--- config.mk ---
export PLATFORM = sky130hd
export DESIGN_NAME = bracketed_string_list_unescaper_core
export DESIGN_NICKNAME = d
export VERILOG_FILES = /design/src/hw/rtl/bslu_pkg.sv /design/src/hw/rtl/bracketed_string_list_unescaper_core.sv
export SDC_FILE = /design/constraint.sdc
export NUM_CORES = 1
export LEC_CHECK = 0
export ABC_AREA = 1
export ABC_CLOCK_PERIOD_IN_PS = 2600
export CAP_MARGIN = 20
export CORE_UTILIZATION = 35
export CTS_BUF_LIST = sky130_fd_sc_hd__clkbuf_4
export DETAILED_ROUTE_END_ITERATION = 10
export DONT_BUFFER_PORTS = 1
export MAX_ROUTING_LAYER = met4
export PLACE_DENSITY = 0.56
export SYNTH_ARGS = -nofsm -noshare
export SYNTH_HDL_FRONTEND = slang
export SYNTH_SLANG_ARGS = --single-unit
--- constraint.sdc ---
create_clock -name clk_i -period 2.6 [get_ports clk_i]
set_input_delay 0.39 -clock clk_i [delete_from_list [all_inputs] [get_ports clk_i]]
set_output_delay 0.39 -clock clk_i [all_outputs]
set_load 0.02 [all_outputs]
--- src/hw/rtl/bslu_pkg.sv ---
// Shared types and constants for the bracketed string list unescaper.
package bslu_pkg;

  localparam int unsigned TextCapacity = 8192;
  localparam int unsigned CntW         = $clog2(TextCapacity + 1);
  localparam int unsigned TextLenW     = 14;
  localparam int unsigned ByteW        = 8;
  localparam int unsigned OutDataW     = 24;

  localparam logic [ByteW-1:0] ChOpenBracket  = 8'h5B;
  localparam logic [ByteW-1:0] ChCloseBracket = 8'h5D;
  localparam logic [ByteW-1:0] ChOpenParen    = 8'h28;
  localparam logic [ByteW-1:0] ChCloseParen   = 8'h29;
  localparam logic [ByteW-1:0] ChBackslash    = 8'h5C;
  localparam logic [ByteW-1:0] ChZero         = 8'h30;
  localparam logic [ByteW-1:0] ChNine         = 8'h39;
  localparam logic [ByteW-1:0] ChNewline      = 8'h0A;
  localparam logic [ByteW-1:0] ChSpace        = 8'h20;
  localparam logic [ByteW-1:0] ChTab          = 8'h09;
  localparam logic [ByteW-1:0] ChCr           = 8'h0D;

  typedef enum logic [2:0] {
    PhSeekBracket = 3'd0,
    PhBetween     = 3'd1,
    PhSeekParen   = 3'd2,
    PhString      = 3'd3,
    PhEscape      = 3'd4,
    PhOctal1      = 3'd5,
    PhOctal2      = 3'd6
  } phase_e;

  typedef struct packed {
    logic             overflowed;
    logic [TextLenW-1:0] text_length;
    logic [ByteW-1:0] text_char;
  } out_fields_t;

endpackage

--- src/hw/rtl/bracketed_string_list_unescaper_core.sv ---
// Bracketed string list unescaper: input register, parser, result register.
//
// Channel  Dir  Handshake                    tdata / tuser
// s_axis   in   s_axis_tvalid/s_axis_tready  tdata: byte_value; tuser: end_of_data
// m_axis   out  m_axis_tvalid/m_axis_tready  tdata: text_char, text_length, overflowed
//                                            tuser: finished
// cfg      in   cfg_valid_i/cfg_ready_o      cfg_data_i: escape_mode
//
// One byte per clock unless the result register stalls: the parser's next
// state is computed between the input register and the result register.
// Reset clears the parser state and sets escape_mode to 1.
// A stalled result register holds the input register; input stalls then.
module bracketed_string_list_unescaper_core (
  input  logic                        clk_i,
  input  logic                        rst_ni,
  input  logic                        s_axis_tvalid,
  output logic                        s_axis_tready,
  input  logic [bslu_pkg::ByteW-1:0]  s_axis_tdata,  // [7:0] byte_value
  input  logic                        s_axis_tuser,  // [0] end_of_data
  output logic                        m_axis_tvalid,
  input  logic                        m_axis_tready,
  // [7:0] text_char, [21:8] text_length, [22] overflowed, [23] zero
  output logic [bslu_pkg::OutDataW-1:0] m_axis_tdata,
  output logic                        m_axis_tuser,  // [0] finished
  input  logic                        cfg_valid_i,
  output logic                        cfg_ready_o,
  input  logic                        cfg_data_i     // [0] escape_mode
);
  import bslu_pkg::*;

  logic             in_valid_q;
  logic [ByteW-1:0] in_byte_q;
  logic             in_eod_q;
  logic             adv;

  phase_e           phase_q, phase_d;
  logic [ByteW-1:0] acc_q, acc_d;
  logic             nl_q, nl_d;
  logic [CntW-1:0]  cnt_q, cnt_d;
  logic             ovf_q, ovf_d;
  logic             mode_q;

  logic             out_valid_q;
  logic             out_fin_q;
  out_fields_t      out_q, out_d;
  logic             out_valid_d;

  logic             emit_req, finish, clr, is_blank, is_digit, room;
  logic [ByteW-1:0] emit_char, byte_off, acc_shift;

  assign cfg_ready_o   = 1'b1;
  assign adv           = in_valid_q && (!out_valid_q || m_axis_tready);
  assign s_axis_tready = !in_valid_q || adv;

  assign is_blank  = (in_byte_q == ChSpace) || ((in_byte_q >= ChTab) && (in_byte_q <= ChCr));
  assign is_digit  = (in_byte_q >= ChZero) && (in_byte_q <= ChNine);
  assign byte_off  = in_byte_q - ChZero;
  assign acc_shift = {acc_q[ByteW-4:0], 3'b000} + byte_off;
  assign room      = (cnt_q < CntW'(TextCapacity));

  // Next phase
  always_comb begin
    phase_d = phase_q;
    if (in_eod_q) begin
      phase_d = PhSeekBracket;
    end else begin
      unique case (phase_q)
        PhSeekBracket: if (in_byte_q == ChOpenBracket) phase_d = PhBetween;
        PhBetween: begin
          if (is_blank) phase_d = PhBetween;
          else if (in_byte_q == ChCloseBracket) phase_d = PhSeekBracket;
          else if (in_byte_q == ChOpenParen) phase_d = PhString;
          else phase_d = PhSeekParen;
        end
        PhSeekParen: if (in_byte_q == ChOpenParen) phase_d = PhString;
        PhString: begin
          if (in_byte_q == ChCloseParen) phase_d = PhBetween;
          else if (in_byte_q == ChBackslash) phase_d = PhEscape;
        end
        PhEscape: phase_d = (mode_q && is_digit) ? PhOctal1 : PhString;
        PhOctal1: phase_d = PhOctal2;
        PhOctal2: phase_d = PhString;
        default:  phase_d = PhSeekBracket;
      endcase
    end
  end

  // Actions per phase
  always_comb begin
    emit_req  = 1'b0;
    emit_char = in_byte_q;
    finish    = 1'b0;
    clr       = 1'b0;
    acc_d     = acc_q;
    nl_d      = nl_q;
    if (in_eod_q) begin
      finish = 1'b1;
    end else begin
      unique case (phase_q)
        PhSeekBracket: ;
        PhBetween: begin
          if (!is_blank && in_byte_q == ChCloseBracket) begin
            finish = 1'b1;
          end else if (!is_blank && in_byte_q == ChOpenParen && nl_q) begin
            nl_d      = 1'b0;
            emit_req  = 1'b1;
            emit_char = ChNewline;
          end
        end
        PhSeekParen: begin
          if (in_byte_q == ChOpenParen && nl_q) begin
            nl_d      = 1'b0;
            emit_req  = 1'b1;
            emit_char = ChNewline;
          end
        end
        PhString: begin
          if (in_byte_q == ChCloseParen) nl_d = 1'b1;
          else if (in_byte_q != ChBackslash) emit_req = 1'b1;
        end
        PhEscape: begin
          if (mode_q && is_digit) acc_d = byte_off;
          else emit_req = 1'b1;
        end
        PhOctal1: acc_d = acc_shift;
        PhOctal2: begin
          acc_d     = acc_shift;
          emit_req  = 1'b1;
          emit_char = acc_shift;
        end
        default: clr = 1'b1;
      endcase
    end
  end

  // Count, overflow and result
  always_comb begin
    cnt_d       = cnt_q;
    ovf_d       = ovf_q;
    out_valid_d = out_valid_q && !m_axis_tready;
    out_d       = out_q;
    if (adv) begin
      out_valid_d = 1'b0;
      out_d.overflowed  = ovf_q;
      out_d.text_length = TextLenW'(cnt_q);
      out_d.text_char   = '0;
      if (finish) begin
        out_valid_d = 1'b1;
        cnt_d       = '0;
        ovf_d       = 1'b0;
      end else if (clr) begin
        cnt_d = '0;
        ovf_d = 1'b0;
      end else if (emit_req) begin
        if (room) begin
          cnt_d             = cnt_q + 1'b1;
          out_valid_d       = 1'b1;
          out_d.text_char   = emit_char;
          out_d.text_length = TextLenW'(cnt_q + 1'b1);
        end else begin
          ovf_d = 1'b1;
        end
      end
    end
  end

  always_ff @(posedge clk_i or negedge rst_ni) begin
    if (!rst_ni) begin
      in_valid_q  <= 1'b0;
      phase_q     <= PhSeekBracket;
      acc_q       <= '0;
      nl_q        <= 1'b0;
      cnt_q       <= '0;
      ovf_q       <= 1'b0;
      mode_q      <= 1'b1;
      out_valid_q <= 1'b0;
      out_fin_q   <= 1'b0;
    end else begin
      if (cfg_valid_i) begin
        mode_q <= cfg_data_i;
      end
      if (s_axis_tready) begin
        in_valid_q <= s_axis_tvalid;
      end
      out_valid_q <= out_valid_d;
      cnt_q       <= cnt_d;
      ovf_q       <= ovf_d;
      if (adv) begin
        out_fin_q <= finish;
        if (finish || clr) begin
          phase_q <= PhSeekBracket;
          acc_q   <= '0;
          nl_q    <= 1'b0;
        end else begin
          phase_q <= phase_d;
          acc_q   <= acc_d;
          nl_q    <= nl_d;
        end
      end
    end
  end

  always_ff @(posedge clk_i) begin
    if (s_axis_tready && s_axis_tvalid) begin
      in_byte_q <= s_axis_tdata;
      in_eod_q  <= s_axis_tuser;
    end
    out_q <= out_d;
  end

  assign m_axis_tvalid = out_valid_q;
  assign m_axis_tuser  = out_fin_q;
  assign m_axis_tdata  = {{(OutDataW - $bits(out_fields_t)){1'b0}}, out_q};

endmodule
---- After elaboration in Yosys (flattened, before gate mapping) ----
Cells that the tools add are included.
word-level totals
  bits in read-only memories .............. 0
  bits in latches ......................... 0
  RAM bits ................................ 0
  register bits ........................... 60
  memories ................................ 0
  input bits .............................. 15
  output and inout port bits .............. 28
cells by class
  bitwise logic cells ..................... 2
  $lt $le $gt $ge ......................... 5
  mux-type cells .......................... 57
  reductions and logical operators ........ 31
  $add $sub $neg .......................... 3
  multipliers ............................. 0
  divide/modulo/power cells ............... 0
  eq/ne operators ......................... 23
  shifts and indexed selects .............. 0
operators by type and width
  kind                   number
  $mux 22                4
  $mux 14                4
  $mux 8                 4
  $mux 1                 28
  $eq 8x6->1 const B     3
  $eq 8x7->1 const B     3
  $pmux 8 s3             1
  $mux 3                 7
  $pmux 3 s7             1
  $ne 3x3->1 const B     6
  $mux 5                 3
  $add 14x1->14 const B  1
  $lt 14x14->1 const B   1
  $logic_and 1x1->1      10
  $pmux 5 s2             1
  $eq 3x3->1 const B     3
  $reduce_bool 3->1      3
  $add 8x8->8            1
  $ge 8x4->1 const B     1
  $ge 8x6->1 const B     1
  $le 8x4->1 const B     1
  $le 8x6->1 const B     1
  $ne 4x4->1 const B     2
  $ne 8x7->1 const B     1
  other kinds (19)       30

---- Longest topological paths before layout ----
Gate-level depths: netlist of the first run.
  depth in word-level cells ............... 14
  mapped depth ............................ 14
  depth with buffers taken out ............ 14

---- Worst setup path before layout of the first run ----
OpenSTA, ideal clock, no wires.
  kind .................................... register to register
  from .................................... register in_byte_q[4]
  to ...................................... register out_q (netlist bit m_axis_tdata[6]) (data pin)
  data arrival time ....................... 1.688 ns
  data required time ...................... 2.343 ns
  path slack .............................. 0.655 ns
  setup time .............................. 0.257 ns
  clock period less this slack ............ 1.945 ns
  stages on the path, launching flop included .. 9
  buffers on the path ..................... 0
  path through ............................ edfxtp_1 -> inv_1 -> ha_1 -> ha_1 -> a21oi_1 -> nand2_1 -> xor2_1 -> a22oi_1 -> nor2_1
on the way
  word-level cells in the longest chain between the ends .. 12
  elaborated cells between the ends (all ways) .. 38
  those cells by class .................... add/sub: 2; order compare: 4; eq/ne: 5; mux: 16; bitwise: 1; reduce/logical: 10
ends and longest elaborated chain
  what                                      line                                                                                      RTL
  start: declaration                        bracketed_string_list_unescaper_core.sv:32                                                logic [ByteW-1:0] in_byte_q;
  start signal: assignment                  bracketed_string_list_unescaper_core.sv:205                                               in_byte_q <= s_axis_tdata;
  $ge 8x4->1 or $le 8x4->1 (tied branches)  bracketed_string_list_unescaper_core.sv:55                                                assign is_blank = (in_byte_q == ChSpace) || ((in_byte_q >= ChTab) && (in_byte_q <= ChCr));
  $logic_and 1x1->1                         bracketed_string_list_unescaper_core.sv:55
  $logic_or 1x1->1                          bracketed_string_list_unescaper_core.sv:55
  $logic_not 1->1                           bracketed_string_list_unescaper_core.sv:102, bracketed_string_list_unescaper_core.sv:104
  $logic_and 1x1->1 (2 in series)           bracketed_string_list_unescaper_core.sv:104                                               end else if (!is_blank && in_byte_q == ChOpenParen && nl_q) begin
  $mux 1                                    bracketed_string_list_unescaper_core.sv:104
  $mux 1                                    bracketed_string_list_unescaper_core.sv:102                                               if (!is_blank && in_byte_q == ChCloseBracket) begin
  $pmux 1 s5                                bracketed_string_list_unescaper_core.sv:99                                                unique case (phase_q)
  $mux 1                                    bracketed_string_list_unescaper_core.sv:96                                                if (in_eod_q) begin
  $not 1->1 (no source line)                --
  $reduce_or 4->1 (no source line)          --
  end signal: assignment                    bracketed_string_list_unescaper_core.sv:208                                               out_q <= out_d;
  end: declaration                          bracketed_string_list_unescaper_core.sv:45                                                out_fields_t out_q, out_d;
Several ways; a longest one is shown, not always the timed one.
A chain may end at the register's enable or synchronous reset.

---- Final worst setup path of the first run ----
  from .................................... register in_byte_q[4]
  to ...................................... register out_q (netlist bit m_axis_tdata[9]) (data pin)
on the way
  word-level cells in the longest chain between the ends .. 13
  elaborated cells between the ends (all ways) .. 32
  those cells by class .................... order compare: 4; eq/ne: 5; mux: 14; reduce/logical: 9
ends and longest elaborated chain
  what                                      line                                                                                      RTL
  $ge 8x4->1 or $le 8x4->1 (tied branches)  bracketed_string_list_unescaper_core.sv:55
  $logic_and 1x1->1                         bracketed_string_list_unescaper_core.sv:55
  $logic_or 1x1->1                          bracketed_string_list_unescaper_core.sv:55
  $logic_not 1->1                           bracketed_string_list_unescaper_core.sv:102, bracketed_string_list_unescaper_core.sv:104
  $logic_and 1x1->1 (2 in series)           bracketed_string_list_unescaper_core.sv:104
  $mux 1                                    bracketed_string_list_unescaper_core.sv:104
  $mux 1                                    bracketed_string_list_unescaper_core.sv:102
  $pmux 1 s5                                bracketed_string_list_unescaper_core.sv:99
  $mux 1                                    bracketed_string_list_unescaper_core.sv:96
  $mux 22                                   bracketed_string_list_unescaper_core.sv:154                                               end else if (emit_req) begin
  $mux 22                                   bracketed_string_list_unescaper_core.sv:151                                               end else if (clr) begin
  $mux 22 (*)                               bracketed_string_list_unescaper_core.sv:147                                               if (finish) begin
Every way passes the cells marked *; elsewhere a longest branch is shown, timed or not.

==> results.cfg, run 1 <==
[pwr]
power_leakage_nw = 1.70
ir_worst_vdd_mv = 0.277
power_density_mw_per_mm2 = 566
power.total_mw = 2.23

[cells_and_area]
nets = 470
drive_gt1_share_pct = 12.5
final_util_pct = 39.7
n_antenna_cell = 0
syn2layout_area_growth_pct = 8.16
fill_cells = 1036

[grt]
grt_pass1_vias = 2890
grt_max_degree = 29
grt_pass1_wl_mm = 14.3
grt_util_all_layers_pct = 17.4
overflow = 0
antenna_found_initial = 0

[setup_path]
cp_data_arrival_time_ps = 2470
start_kind = flip-flop
critPathLaunch = in_byte_q[4]
cp_max_fo = 16
crit_type = reg -> reg
cp-end-kind = flip-flop
reg2reg_from = in_byte_q[4]
worstPathRequired_ps = 2790

[floorplanning]
start_util_pct = 36.7
die_y_um = 104
fp.dieArea_mm2 = 0.0108
dieWidth_um = 104
core_area_mm2 = 0.00991
rows = 36
io_pins = 43

[routing]
final_antenna_net_count = 0
drt_iter0_markers = 212
vias = 2991
route.detailed.drc = 0
first_pass_iters = 5
wl_per_cell_um = 14.6
drt-total-wl_mm = 8.48
vias_per_cell = 5.14

[timing]
drv_slew = 0
finalSetupViolations = 0
finalHoldViolations = 0
fin_setup_tns_ps = 0
whs_ps = 37.3
timing.final.ws_setup_ps = 314
rsz0062_at_grt = no
fin_crit_ps = 2290
finClkSkew_ps = 19.5
fmax_mhz = 437
fin_crit_sh_pct = 87.9

[synthesis]
yosysSeqAreaShare_pct = 45.7
ys_top_cells_by_area = edfxtp_1 (26%), dfrtp_1 (19%), nand2_1 (13%)
synthCells = 438
synth_area_mm2 = 0.00364
synthFlopType = edfxtp_1
syn_area_per_cell_um2 = 8.30
yosysWarnings = 0
ys_ff_latch = 60
synthArstFlopShare_pct = 46.7
synth_edf_count = 32
synth_top_area_share_pct = 26.4
ys_types = 37
yosys.area.top_type = edfxtp_1
synth_nets = 464

[clock_tree]
cts_htree_levels = 3
cts_tree = yes
worstSkewPairLatency_ps = 450
clockBufferDepth = 2
numCtsBuffers = 9
cts_resized = 0
clock-sinks = 60
clockRootBuffer = clkbuf_4
cts.clk_slew.worst_paths_ps = 110

[hold_path]
hp-class = in -> reg
min_from = s_axis_tdata[7]

[place]
place_congestion = 0.940
post-place-ws_ps = 313
dpl.hpwl_mm = 6.16
io_buffers = 0

[run]
cap_violations = 0

[outcome]
status = finished clean
[synthesized netlist by cell type (2+ instances only)]
library cell and count:
a21oi_1 14, a22oi_1 2, buf_2 2, buf_4 2, buf_6 3, clkbuf_1 2, conb_1 2, dfrtp_1 27
edfxtp_1 32, ha_1 10, inv_1 36, inv_2 6, nand2_1 124, nand2_2 3, nand2_4 4, nand3_1 48
nand3_2 9, nand3_4 3, nand4_1 8, nor2_1 37, nor2_2 6, nor3_1 10, o21ai_0 21, o21ai_1 5
xnor2_1 5, xor2_1 6
[worst paths after layout]
check	to	slack, ps	cells past startpoint
setup / recovery	m_axis_tdata[9]	310	11
hold / removal	in_byte_q[7]	40	0
setup reg to reg	m_axis_tdata[9]	310	11
hold reg to reg	m_axis_tdata[22]	460	0
max in group asynchronous	mode_q	1970	2
min in group asynchronous	cnt_q[10]	370	2
[per-layer routing]
| layer | share of wire [%] | track usage, % | vias up |
|---|---|---|---|
| met5 | 0 | - | - |
| met4 | 2.3 | 7.96 | 0 |
| met3 | 7.3 | 4.57 | 19 |
| met2 | 43 | 24.1 | 131 |
| met1 | 47 | 23.5 | 1376 |
| li1 | - | - | 1465 |
[cells by family (layout without fill, tap and decap cells)]
kind of cell	Yosys count	count (layout)	share of synthesized area, %
XOR/XNOR	11	11	2.65
AND/OR/NAND/NOR	254	254	33.3
AO/OA/AOI/OAI	45	45	6.88
adder cells (fa/ha/maj)	11	11	3.99
flip-flops	60	60	45.7
multiplexers	2	2	0.585
buffers and inverters	53	64	6.68
other	2	2	0.207
[critical path, stage by stage, from the launching register on]
cell and delay (ps):
edfxtp_1 520, inv_1 170, ha_1 180, nand2_2 80, inv_2 70, nand3_2 70
nor2_2 110, nand3_1 150, nand3_4 270, nand3_4 220, nand2_1 100, o21ai_0 110
[cell type report]
class	instances	area [um^2]	area share (%)
multi-input cells	325	1730	44.0
flip-flops and latches	60	1660	42.3
well taps	133	166	4.23
inverters	43	161	4.10
clock inverters	7	91.3	2.32
clock buffers	9	67.6	1.72
repair buffers	5	52.6	1.34
[flip-flops by register name, summed over array words and instances, names as in the netlist]
register       count
acc_q              5
m_axis_tdata      23
phase_q            3
m_axis_tuser       1
in_valid_q         1
in_byte_q          8
cnt_q             14
m_axis_tvalid      1
nl_q               1
in_eod_q           1
mode_q             1
ovf_q              1
[stage by stage]
| stage | instance area (um^2) | instances |
|---|---|---|
| floorplan | 3640 | 438 |
| global placement | 3740 | 564 |
| detailed placement | 3740 | 564 |
| CTS | 3930 | 582 |
| global route | 3930 | 582 |
| finish | 3930 | 582 |
[layout by cell type, fill, tap and decap left out, drive strengths merged]
cell	count
nand2	131
nand3	60
nor2	44
inv	42
edfxtp	32
dfrtp	27
o21ai	26
a21oi	15
nor3	11
ha	10
clkbuf	9
nand4	8
xor2	6
xnor2	5
buf	4
clkinvlp	3
clkinv	3
a22oi	2
conb	2
bufinv	2
a31oi	1
o22ai	1
mux2	1
mux2i	1
fa	1
dlygate4sd3	1
dfstp	1
[report_power, final]
part	internal, mW	switching (mW)	total (mW)
clock	0.384	0.374	0.758
sequential	1.09	0.110	1.20
combinational	0.0690	0.201	0.270
total	1.54	0.685	2.23
[timing repair]
item,4_1_cts,5_1_grt
endpoints found under the setup margin,0,0
setup buffers,0,0
hold buffers,2,0
hold endpoints to repair,28,0
Note: power is estimated with default switching activity, not from simulation.
==> run 2, diff against run 1 <==
- CTS_BUF_LIST: sky130_fd_sc_hd__clkbuf_4 -> sky130_fd_sc_hd__clkbuf_4 sky130_fd_sc_hd__clkbuf_8
==> run 2 against run 1 <==
  * Critical endpoint unchanged
  * Flip-flop and latch count unchanged
  * Utilization increased by 0.57 points
  * Global-route usage about the same
==> results.cfg, run 2 (synthesis gave the netlist of run 1 again) <==
[place]
place_congestion = 0.940
dpl.hpwl_mm = 6.16
post-place-ws_ps = 313
placed_cell_area_mm2 = 0.00374
io_buffers = 0

[setup_path]
reg2regPathDepth = 11
start_kind = flip-flop
crit_type = reg -> reg
cp_max_fo = 16
slowest_stage = edfxtp_1
cp-end-kind = flip-flop
cpMostUsedCell = nand3_4
worst-path-buf-inv = 2
reg2reg_from = in_byte_q[4]
worstPathRequired_ps = 2690
reg2reg_to = m_axis_tdata[9]
critPathTopFamily = simple AND/OR/NAND/NOR gates
r2r_setup_slack_ps = 310
worstPathCellList = inv_1 > ha_1 > nand2_2 > inv_2 > nand3_2 > nor2_2 > nand3_1 > nand3_4 > nand3_4 > nand2_1 > o21ai_0
max_stage_delay_ps = 500
cp_data_arrival_time_ps = 2380

[floorplanning]
dieWidth_um = 104
io_pins = 43
rows = 36
die_y_um = 104
core_area_mm2 = 0.00991
start_util_pct = 36.7
fp.dieArea_mm2 = 0.0108

[routing]
final_antenna_net_count = 0
vias = 2981
drt-total-wl_mm = 8.46
drt_iter0_markers = 252
route.detailed.drc = 0
vias_per_cell = 5.12
first_pass_iters = 5
wl_per_cell_um = 14.5

[cells_and_area]
final_util_pct = 40.3
n_antenna_cell = 0
layout_common_cells = nand2_1 (124), nand3_1 (48), nor2_1 (37), inv_1 (36), edfxtp_1 (32)
multi_input_area_mm2 = 0.00173
final_area_mm2 = 0.00399
syn2layout_area_growth_pct = 9.70
drive_gt1_share_pct = 12.5
nets = 470
fill_cells = 1033
area.sequential_mm2 = 0.00166
largest_reg_flops = 23
layout_commonest_cell = nand2_1

[timing]
whs_ps = 127
fin_crit_ps = 2290
drv_slew = 0
fin_crit_sh_pct = 88.1
rsz0062_at_grt = no
fmax_mhz = 436
fin_setup_tns_ps = 0
finClkSkew_ps = 7.38
timing.final.ws_setup_ps = 308
finalSetupViolations = 0
finalHoldViolations = 0

[grt]
grt_max_degree = 29
overflow = 0
grt_pass1_wl_mm = 14.3
antenna_found_initial = 0
grt_util_all_layers_pct = 17.3
grt_pass1_vias = 2886

[hold_path]
whs_path_depth = 0
worstHoldEndpoint = in_byte_q[7]
min_from = s_axis_tdata[7]
hp-class = in -> reg

[clock_tree]
cts.clk_slew.worst_paths_ps = 70
worstSkewPairLatency_ps = 350
cts_tree = yes
cts_htree_levels = 3
post-cts-setup-buffers = 0
numCtsBuffers = 9
clockBufferDepth = 2
clock-sinks = 60
clockRootBuffer = clkbuf_8

[pwr]
ir_worst_vdd_mv = 0.354
power_leakage_nw = 1.73
power_density_mw_per_mm2 = 599

[outcome]
status = finished clean

[run]
cap_violations = 0
## run 2: cell counts in the layout (fill, tap and decap cells not counted)
No cell type changed its count.
## run 2: how the worst max path moves through the flow
| stage | endpoint | slack (ps) | start | depth (start not counted) |
|---|---|---|---|---|
| finish | m_axis_tdata[9] | 310 | in_byte_q[4] | 11 |
| CTS | m_axis_tdata[9] | 310 | in_byte_q[4] | 11 |
| global route | m_axis_tdata[9] | 140 | in_byte_q[4] | 11 |
| global placement | m_axis_tdata[9] | 360 | in_byte_q[4] | 11 |
| floorplan | m_axis_tdata[6] | 650 | in_byte_q[4] | 8 |
| detailed placement | m_axis_tdata[9] | 310 | in_byte_q[4] | 11 |
## run 2: cell type report
class / count / area share [%]
inverter: 43 / 4.05
tap: 133 / 4.17
timing repair buffer: 5 / 1.32
sequential: 60 / 41.7
clock buffer: 9 / 3.11
multi-input combinational: 325 / 43.4
clock inverter: 7 / 2.29
## run 2: repair_timing
action                    4_1_cts  5_1_grt
hold endpoints to repair       28        0
hold buffers                    2        0
resized for setup               0        0
## run 2: metrics by stage
stage	std cells	total power [mW]
finish	582	2.39
global route	582	2.50
CTS	582	2.42
detailed placement	564	1.47
global placement	564	1.48
floorplan	438	1.41
## run 2: routing by layer
layer	GRT usage, %	share of wire (%)	vias up
li1	-	-	1460
met1	23.6	48	1385
met2	24.1	43	123
met3	4.01	7.1	13
met4	8.27	2.1	0
met5	-	0	-
## run 2: report_power, final
part | leakage, nW | total [mW] | internal, mW | switching, mW
Clock | 0.0989 | 0.922 | 0.533 | 0.389
Combinational | 0.927 | 0.270 | 0.0690 | 0.201
Sequential | 0.702 | 1.20 | 1.09 | 0.110
Total | 1.73 | 2.39 | 1.69 | 0.699
